## src/rtl/core/aescbc_pkg.sv

```systemverilog
// ============================================================================
// aescbc_pkg
// shared types, constants and byte functions of the aes-256 cbc cipher unit
// ============================================================================
package aescbc_pkg;

    localparam int NumRounds = 14;
    localparam int NumRkWords = 60;

    typedef logic [1:0] action_t;
    localparam action_t ACT_RESTART = 2'd0;
    localparam action_t ACT_ENCRYPT = 2'd1;
    localparam action_t ACT_DECRYPT = 2'd2;

    typedef logic [2:0] reg_idx_t;
    localparam reg_idx_t REG_KEY0 = 3'd0;
    localparam reg_idx_t REG_KEY1 = 3'd1;
    localparam reg_idx_t REG_KEY2 = 3'd2;
    localparam reg_idx_t REG_KEY3 = 3'd3;
    localparam reg_idx_t REG_IVH  = 3'd4;
    localparam reg_idx_t REG_IVL  = 3'd5;

    typedef logic [7:0] sbox_arr_t [256];
    localparam sbox_arr_t SboxTab = '{
        8'h63,8'h7c,8'h77,8'h7b,8'hf2,8'h6b,8'h6f,8'hc5,8'h30,8'h01,8'h67,8'h2b,8'hfe,8'hd7,8'hab,8'h76,
        8'hca,8'h82,8'hc9,8'h7d,8'hfa,8'h59,8'h47,8'hf0,8'had,8'hd4,8'ha2,8'haf,8'h9c,8'ha4,8'h72,8'hc0,
        8'hb7,8'hfd,8'h93,8'h26,8'h36,8'h3f,8'hf7,8'hcc,8'h34,8'ha5,8'he5,8'hf1,8'h71,8'hd8,8'h31,8'h15,
        8'h04,8'hc7,8'h23,8'hc3,8'h18,8'h96,8'h05,8'h9a,8'h07,8'h12,8'h80,8'he2,8'heb,8'h27,8'hb2,8'h75,
        8'h09,8'h83,8'h2c,8'h1a,8'h1b,8'h6e,8'h5a,8'ha0,8'h52,8'h3b,8'hd6,8'hb3,8'h29,8'he3,8'h2f,8'h84,
        8'h53,8'hd1,8'h00,8'hed,8'h20,8'hfc,8'hb1,8'h5b,8'h6a,8'hcb,8'hbe,8'h39,8'h4a,8'h4c,8'h58,8'hcf,
        8'hd0,8'hef,8'haa,8'hfb,8'h43,8'h4d,8'h33,8'h85,8'h45,8'hf9,8'h02,8'h7f,8'h50,8'h3c,8'h9f,8'ha8,
        8'h51,8'ha3,8'h40,8'h8f,8'h92,8'h9d,8'h38,8'hf5,8'hbc,8'hb6,8'hda,8'h21,8'h10,8'hff,8'hf3,8'hd2,
        8'hcd,8'h0c,8'h13,8'hec,8'h5f,8'h97,8'h44,8'h17,8'hc4,8'ha7,8'h7e,8'h3d,8'h64,8'h5d,8'h19,8'h73,
        8'h60,8'h81,8'h4f,8'hdc,8'h22,8'h2a,8'h90,8'h88,8'h46,8'hee,8'hb8,8'h14,8'hde,8'h5e,8'h0b,8'hdb,
        8'he0,8'h32,8'h3a,8'h0a,8'h49,8'h06,8'h24,8'h5c,8'hc2,8'hd3,8'hac,8'h62,8'h91,8'h95,8'he4,8'h79,
        8'he7,8'hc8,8'h37,8'h6d,8'h8d,8'hd5,8'h4e,8'ha9,8'h6c,8'h56,8'hf4,8'hea,8'h65,8'h7a,8'hae,8'h08,
        8'hba,8'h78,8'h25,8'h2e,8'h1c,8'ha6,8'hb4,8'hc6,8'he8,8'hdd,8'h74,8'h1f,8'h4b,8'hbd,8'h8b,8'h8a,
        8'h70,8'h3e,8'hb5,8'h66,8'h48,8'h03,8'hf6,8'h0e,8'h61,8'h35,8'h57,8'hb9,8'h86,8'hc1,8'h1d,8'h9e,
        8'he1,8'hf8,8'h98,8'h11,8'h69,8'hd9,8'h8e,8'h94,8'h9b,8'h1e,8'h87,8'he9,8'hce,8'h55,8'h28,8'hdf,
        8'h8c,8'ha1,8'h89,8'h0d,8'hbf,8'he6,8'h42,8'h68,8'h41,8'h99,8'h2d,8'h0f,8'hb0,8'h54,8'hbb,8'h16
    };

    function automatic logic [7:0] sbox(input logic [7:0] a);
        return SboxTab[a];
    endfunction

    // inverse table built at elaboration
    function automatic sbox_arr_t build_inv();
        sbox_arr_t t;
        for (int k = 0; k < 256; k++) begin
            t[SboxTab[k]] = 8'(k);
        end
        return t;
    endfunction

    localparam sbox_arr_t InvSboxTab = build_inv();

    function automatic logic [7:0] inv_sbox(input logic [7:0] a);
        return InvSboxTab[a];
    endfunction

    function automatic logic [7:0] xtime(input logic [7:0] a);
        return {a[6:0], 1'b0} ^ (a[7] ? 8'h1b : 8'h00);
    endfunction

    function automatic logic [31:0] sub_word(input logic [31:0] w);
        return {sbox(w[31:24]), sbox(w[23:16]), sbox(w[15:8]), sbox(w[7:0])};
    endfunction

endpackage

```

## src/rtl/core/aescbc_key_sched.sv

```systemverilog
// ============================================================================
// aescbc_key_sched
// key expansion: one 32-bit round-key word per cycle into a round-key memory
// ============================================================================
module aescbc_key_sched
    import aescbc_pkg::*;
(
    input  logic         clk,
    input  logic         rst_n,
    input  logic         start,
    input  logic [255:0] key,
    input  logic [3:0]   rd_round,
    output logic [127:0] rd_key,
    output logic         busy
);

    logic [127:0] rk_mem [NumRounds + 1];
    logic [255:0] win_reg, win_next;
    logic [5:0]   idx_reg, idx_next;
    logic [7:0]   rcon_reg, rcon_next;
    logic         busy_reg, busy_next;
    logic [31:0]  t_word, new_word;
    logic         wr_en;

    always_comb
    begin
        t_word = win_reg[31:0];
        if (idx_reg[2:0] == 3'd0) begin
            t_word = sub_word({t_word[23:0], t_word[31:24]}) ^ {rcon_reg, 24'h0};
        end else if (idx_reg[2:0] == 3'd4) begin
            t_word = sub_word(t_word);
        end
        new_word  = win_reg[255:224] ^ t_word;
        win_next  = win_reg;
        idx_next  = idx_reg;
        rcon_next = rcon_reg;
        busy_next = busy_reg;
        wr_en     = 1'b0;
        if (start) begin
            win_next  = key;
            idx_next  = 6'd8;
            rcon_next = 8'h01;
            busy_next = 1'b1;
            wr_en     = 1'b1;
        end else if (busy_reg) begin
            win_next = {win_reg[223:0], new_word};
            idx_next = idx_reg + 6'd1;
            if (idx_reg[2:0] == 3'd0) begin
                rcon_next = xtime(rcon_reg);
            end
            wr_en = (idx_reg[1:0] == 2'd3);
            if (idx_reg == 6'(NumRkWords - 1)) begin
                busy_next = 1'b0;
            end
        end
    end

    always_ff @(posedge clk or negedge rst_n)
    begin
        if (!rst_n) begin
            busy_reg <= 1'b0;
            idx_reg  <= '0;
            rcon_reg <= 8'h01;
        end else begin
            busy_reg <= busy_next;
            idx_reg  <= idx_next;
            rcon_reg <= rcon_next;
        end
    end

    always_ff @(posedge clk)
    begin
        win_reg <= win_next;
    end

    // rounds 0 and 1 written at start, later rounds every fourth word
    always_ff @(posedge clk)
    begin
        if (wr_en) begin
            if (start) begin
                rk_mem[0] <= key[255:128];
                rk_mem[1] <= key[127:0];
            end else begin
                rk_mem[idx_reg[5:2]] <= {win_reg[95:0], new_word};
            end
        end
        rd_key <= rk_mem[rd_round];
    end

    assign busy = busy_reg;

`ifndef SYNTHESIS
    a_idx_range: assert property (@(posedge clk) disable iff (!rst_n)
        busy_reg |-> (idx_reg >= 6'd8 && idx_reg <= 6'(NumRkWords - 1)))
        else $error("key index out of range");
    a_start_busy: assert property (@(posedge clk) disable iff (!rst_n)
        start |=> busy_reg)
        else $error("expansion did not start");
    a_finish: assert property (@(posedge clk) disable iff (!rst_n)
        (busy_reg && !start && idx_reg == 6'(NumRkWords - 1)) |=> !busy_reg)
        else $error("expansion did not finish");
`endif

endmodule

```

## config.mk

```make
export PLATFORM = sky130hd
export DESIGN_NAME = aescbc_key_sched
export DESIGN_NICKNAME = d
export VERILOG_FILES = /design/src/rtl/core/aescbc_pkg.sv /design/src/rtl/core/aescbc_key_sched.sv
export SDC_FILE = /design/constraint.sdc
export NUM_CORES = 2
export LEC_CHECK = 0
export ABC_CLOCK_PERIOD_IN_PS = 24300
export BUFFER_PORTS_ARGS = -buffer_cell sky130_fd_sc_hd__buf_2
export CAP_MARGIN = 5
export CORE_UTILIZATION = 40
export CTS_CLUSTER_SIZE = 24
export DETAILED_ROUTE_END_ITERATION = 8
export GPL_TIMING_DRIVEN = 0
export PLACE_DENSITY = 0.54
export RECOVER_POWER = 50
export SYNTH_ARGS = -nofsm -noshare
export SYNTH_HDL_FRONTEND = slang
export SYNTH_SLANG_ARGS = --single-unit
```

## constraint.sdc

```tcl
create_clock -name clk -period 24.3 [get_ports clk]
set_clock_uncertainty 0.1 [all_clocks]
set_input_delay 7.29 -clock clk [delete_from_list [all_inputs] [get_ports clk]]
set_output_delay 7.29 -clock clk [all_outputs]
set_load 0.05 [all_outputs]
```

## Word level (Yosys, flattened, before mapping)

Memories as Yosys holds them, arrays and structs flattened. A register that Yosys moved wholly into a read port is not among the register bits.
Cells that the tools add are included.

| storage, ports and cells | value |
|---|---|
| logic and storage cells | 61 |
| bits in writable memories | 1,920 |
| memories | 5 |
| input port bits | 263 |
| bits in registers | 271 |
| bits in read-only memories | 8,192 |
| output and inout bits | 129 |

| operators by class | value |
|---|---|
| add/sub/neg operators | 1 |
| bitwise logic cells | 7 |
| reduce and logical (&&, ||, !) cells | 5 |
| multiplexer cells | 32 |
| $lt $le $gt $ge | 4 |
| equality and inequality tests | 3 |

Memories:

| memory | depth | width | rd ports | clocked after Yosys merged registers in | write ports | RTL line | RTL |
|---|---|---|---|---|---|---|---|
| (name not given) | 256 | 8 | 1 | 0 | 0 | aescbc_pkg.sv:44 | `return SboxTab[a];` |
| (name not given) | 256 | 8 | 1 | 0 | 0 | aescbc_pkg.sv:44 |  |
| (name not given) | 256 | 8 | 1 | 0 | 0 | aescbc_pkg.sv:44 |  |
| (name not given) | 256 | 8 | 1 | 0 | 0 | aescbc_pkg.sv:44 |  |
| rk_mem | 15 | 128 | 1 | 1 | 2 | aescbc_key_sched.sv:17 | `logic [127:0] rk_mem [NumRounds + 1];` |

Operators by type and width:

| operator | count |
|---|---|
| two-way mux 256 bit | 2 |
| two-way mux 128 bit | 1 |
| OR reduction 128 bit | 1 |
| two-way mux 8 bit | 11 |
| two-way mux 32 bit | 2 |
| bitwise XOR 32 bit | 2 |
| greater-or-equal comparator 9 bit (second input constant) | 4 |
| inverter 8 -> 9 bit | 4 |
| two-way mux 1 bit | 12 |
| two-way mux 6 bit | 2 |
| bitwise XOR 8 x 5 -> 8 bit | 1 |
| adder 6 x 1 -> 6 bit (second input constant) | 1 |
| == test 6 bit (second input constant) | 1 |
| two-way mux 5 bit | 1 |
| two-way mux 4 bit | 1 |
| nonzero test 2 bit | 2 |
| == test 3 bit (second input constant) | 1 |
| logical NOT 3 bit | 1 |
| == test 2 bit (second input constant) | 1 |
| AND reduction 2 bit | 1 |

## Longest topological paths before layout

| depth | value |
|---|---|
| depth after elaboration | 9 |
| depth in mapped cells | 15 |
| depth with buffers taken out | 12 |

## Worst setup path after synthesis

No wires, ideal clock.

| timing | value |
|---|---|
| path type | input -> register |
| start | in start |
| end | mem rk_mem[3][0] (enable) |
| data arrival time | 16,618 ps |
| setup time | 771 ps |
| stages on the path | 5 |
| setup slack | 6,810 ps |
| path buffers | 2 |
| cell sequence | clkbuf_1 > clkbuf_1 > nor2_1 > nand3_1 > nor3_1 |

RTL lines:

| element | RTL line | RTL |
|---|---|---|
| from (decl) | aescbc_key_sched.sv:10 | `input logic start,` |
| to (decl) | aescbc_key_sched.sv:17 |  |

==> metrics.md <==
| Metric | Value |
|---|---|
| Hold endpoint | `win_reg[200]` |
| Critical Path Start | `start` |
| CP Data Required Time | `approximately 25000 ps` |
| Setup Viol. Count Final | `0` |
| Leak | `42.1 nW` |
| Crit path launch type | `input port` |
| Worst Reg-to-Reg Cells | `15` |
| Max VDD drop | `0.0850 mV` |
| Commonest cells after routing, fill and taps aside | `2304 x edfxtp_1, 701 x nand2_1, 662 x mux4_2` |
| Vias | `approximately 74000` |
| Dpl hpwl | `376000 um` |
| Mapped Area | `between 100000 and 150000 sq um` |
| Data arrival, critical path | `14320 ps` |
| Setup Fix Bufs, Post-CTS | `0` |
| Final hold violations | `0` |
| Max cap viols | `36` |
| H-tree lvl count | `5` |
| Adder-Cell Fraction of Synth Area | `less than 1%` |
| Yosys reg bits | `2447` |
| Crit. End Element | `register` |
| Fraction of registers with async set or reset after synthesis | `0.613%` |
| EDFF count, synth | `2304` |
| Horiz. Die Dim | `about 520 um` |
| Pre-antenna DRT Iters | `7` |
| Via density | `6.52` |
| Kind of critical path | `input port to register` |
| Status | `finished, violations left` |
| GRT Total Usage | `between 30% and 40%` |
| Mapped Cells | `between 6000 and 7000` |
| Avg Inst Size Synth | `16.3 sq um` |
| Post-synthesis compound-gate area fraction | `6.85%` |
| Simple-Gate Fraction of Synth Area | `6.10%` |
| Mapped Nets | `between 6000 and 7000` |
| Clock sinks | `2447` |
| Fmax | `0.0716 GHz` |
| Period utilisation layout | `57.5%` |
| Initial antenna violation count | `75` |
| CTS tree | `built` |
| Dominant cells by area after synthesis | `edfxtp_1 64%, mux4_2 14%, mux2_2 2.9%` |
| PortBufs | `387` |
| CP max FO | `19` |
| Top-area cell type share of the netlist area | `63.7%` |
| Sequential fraction of the synthesis area | `66.4%` |
| Leading area contributor after synthesis | `edfxtp_1` |
| Hold crit path type | `register to register` |
| Routed WL | `511000 um` |
| Final core utilization | `~47%` |
| Syn-to-layout area delta | `16.4%` |
| Failing checks | `max-capacitance violations, max-slew violations` |
| CTS max path bufs | `4` |
| Final-report max-slew violation count | `slightly above 600` |
| Reg2reg start | `win_reg[25]` |
| Hold_ws | `between 400 and 500 ps` |
| Least-Margin Pin Slew | `~3800 ps` |
| RSZ-0062 raised after global routing | `no` |
| Worst reg2reg path endpoint | `rk_mem[1][4]` |
| CTS resizes | `0` |
| First-pass GRT wire length | `667000 um` |
| Tmin final | `roughly 14000 ps` |
| Hold_sp | `win_reg[168]` |
| Mux cell area share after synthesis | `between 15 and 20%` |
| Final nets | `7829` |
| Cell area after layout | `between 100000 and 150000 sq um` |
| Max FFs per register | `2048` |
| Share of cells above drive strength 1 | `25.2%` |
| Antenna-violating nets left | `0` |
| Synth Flop Type | `edfxtp_1` |
| Total grt overflow | `0` |
| Synth Area in XOR/XNOR | `0.467%` |
| I/O pin cnt | `approximately 390` |
| Core footprint | `269000 sq um` |
| Largest family of logic cells by synthesized area | `multiplexers` |
| Routed wire per std cell | `45.1 um` |
| Placed cell areas | `~120000 sq um` |
| Root buffer cell | `clkbuf_16` |
| Iteration-0 DRC Markers | `11213` |
| Reg2Reg Setup Slack | `14500 ps` |
| Insertion delay to the later sink of the worst-skew pair | `roughly 930 ps` |
| Distinct cell type count after synthesis | `101` |
| Commonest non-fill, non-tap cell in the layout | `edfxtp_1` |
| Vias in the first global route | `70340` |
| Initial Util | `40.4%` |
| Post-route DRC | `0` |
| Row cnt | `190` |
| Worst hold stages | `1` |
| Largest net degree at the start of global routing | `63` |
| PwrDens | `between 100 and 150 nW/um^2` |
| GPL Wtd Cong | `a little over 1` |
| CTS Buf Count | `272` |
| Die H | `523 um` |
| Cts-stage hold buffer count | `0` |
| Slew headroom | `-151%` |
| YS warnings | `0` |
| Die Footprint | `274000 sq um` |
| Clock slew at the register clock pins of the worst setup and hold paths | `about 60 ps` |
-- area by class of cell --
cell class	count	area, sq um
Antenna cell	50	125
Buffer	542	2380
Tap cell	3552	4440
Clock buffer	379	7590
Fill cell	23347	142000
Inverter	49	184
Timing Repair Buffer	559	4290
Clock inverter	115	1240
Multi-Input combinational cell	3633	34000
Sequential cell	2447	72100
-- where the power goes --
part	switching (mW)	leakage [nW]	total, mW	internal, mW
Clock	1.75	4.30	4.11	2.36
Combinational	4.14	15.1	5.52	1.38
Sequential	0.408	22.6	5.61	5.20
-- synth_stat cells, types with 17 or more instances --
cell / number
edfxtp_1: 2304
nand2_1: 703
mux4_2: 662
clkbuf_1: 319
mux2_2: 284
o21ai_0: 272
a21oi_1: 183
nor2_1: 183
dfxtp_1: 128
buf_2: 111
nand2b_1: 105
nor3_1: 91
nor2b_1: 88
nand3_1: 81
buf_1: 74
ha_1: 62
a31oi_1: 61
a211oi_1: 59
mux2i_1: 46
a311oi_1: 44
o311ai_0: 43
inv_1: 38
o211ai_1: 34
xnor2_1: 34
o31ai_1: 29
or3_1: 28
and2_1: 27
o221ai_1: 27
a21o_1: 25
and3_1: 25
buf_4: 25
o21a_1: 25
o22ai_1: 25
a221oi_1: 23
xor2_1: 22
a211o_1: 20
or2_2: 20
a311o_1: 19
a2111oi_0: 17
o32ai_1: 17
-- worst max-delay path by stage --
stage | to | slack, ps
floorplan | rk_mem[3][0] | 6810
global placement | rk_mem[3][12] | -4700
CTS | rk_mem[1][56] | 12130
finish | rk_mem[4][56] | 10330
global route | rk_mem[4][56] | 10410
detailed placement | rk_mem[1][51] | 11220
-- routing by layer --
metal	share of wire (%)	track usage, %
met1	40	50.0
met3	8.7	6.54
met2	45	56.1
met5	0.047	0
met4	6.7	20.8
-- cells by family (layout without fill, tap and decap cells) --
family | Yosys count | count (layout)
flip-flops | 2447 | 2447
AND/OR/NAND/NOR | 1435 | 1435
AO/OA/AOI/OAI | 1086 | 1086
multiplexers | 993 | 993
other | 0 | 50
buffers and inverters | 591 | 1644
XOR/XNOR | 57 | 57
adder cells (fa/ha/maj) | 62 | 62
-- critical path, cell delays in order --
cell      delay (ps)
clkbuf_1         270
or4_1            690
nor2_1          1270
clkbuf_1         940
clkbuf_1        1160
clkbuf_1        1300
clkbuf_1        1300
-- stage by stage --
step / setup slack, ps / power [mW] / setup TNS (ps) / cells
2_1_floorplan: 6810 / 8.13 / 0 / 6671
3_3_place_gp: -4700 / 11.0 / -1178010 / 10610
3_5_place_dp: 11220 / 11.0 / 0 / 10778
4_1_cts: 12130 / 15.1 / 0 / 11272
5_1_grt: 10410 / 15.4 / 0 / 11303
6_report: 10330 / 15.2 / 0 / 11326
Power figures use the tool's default switching activity.
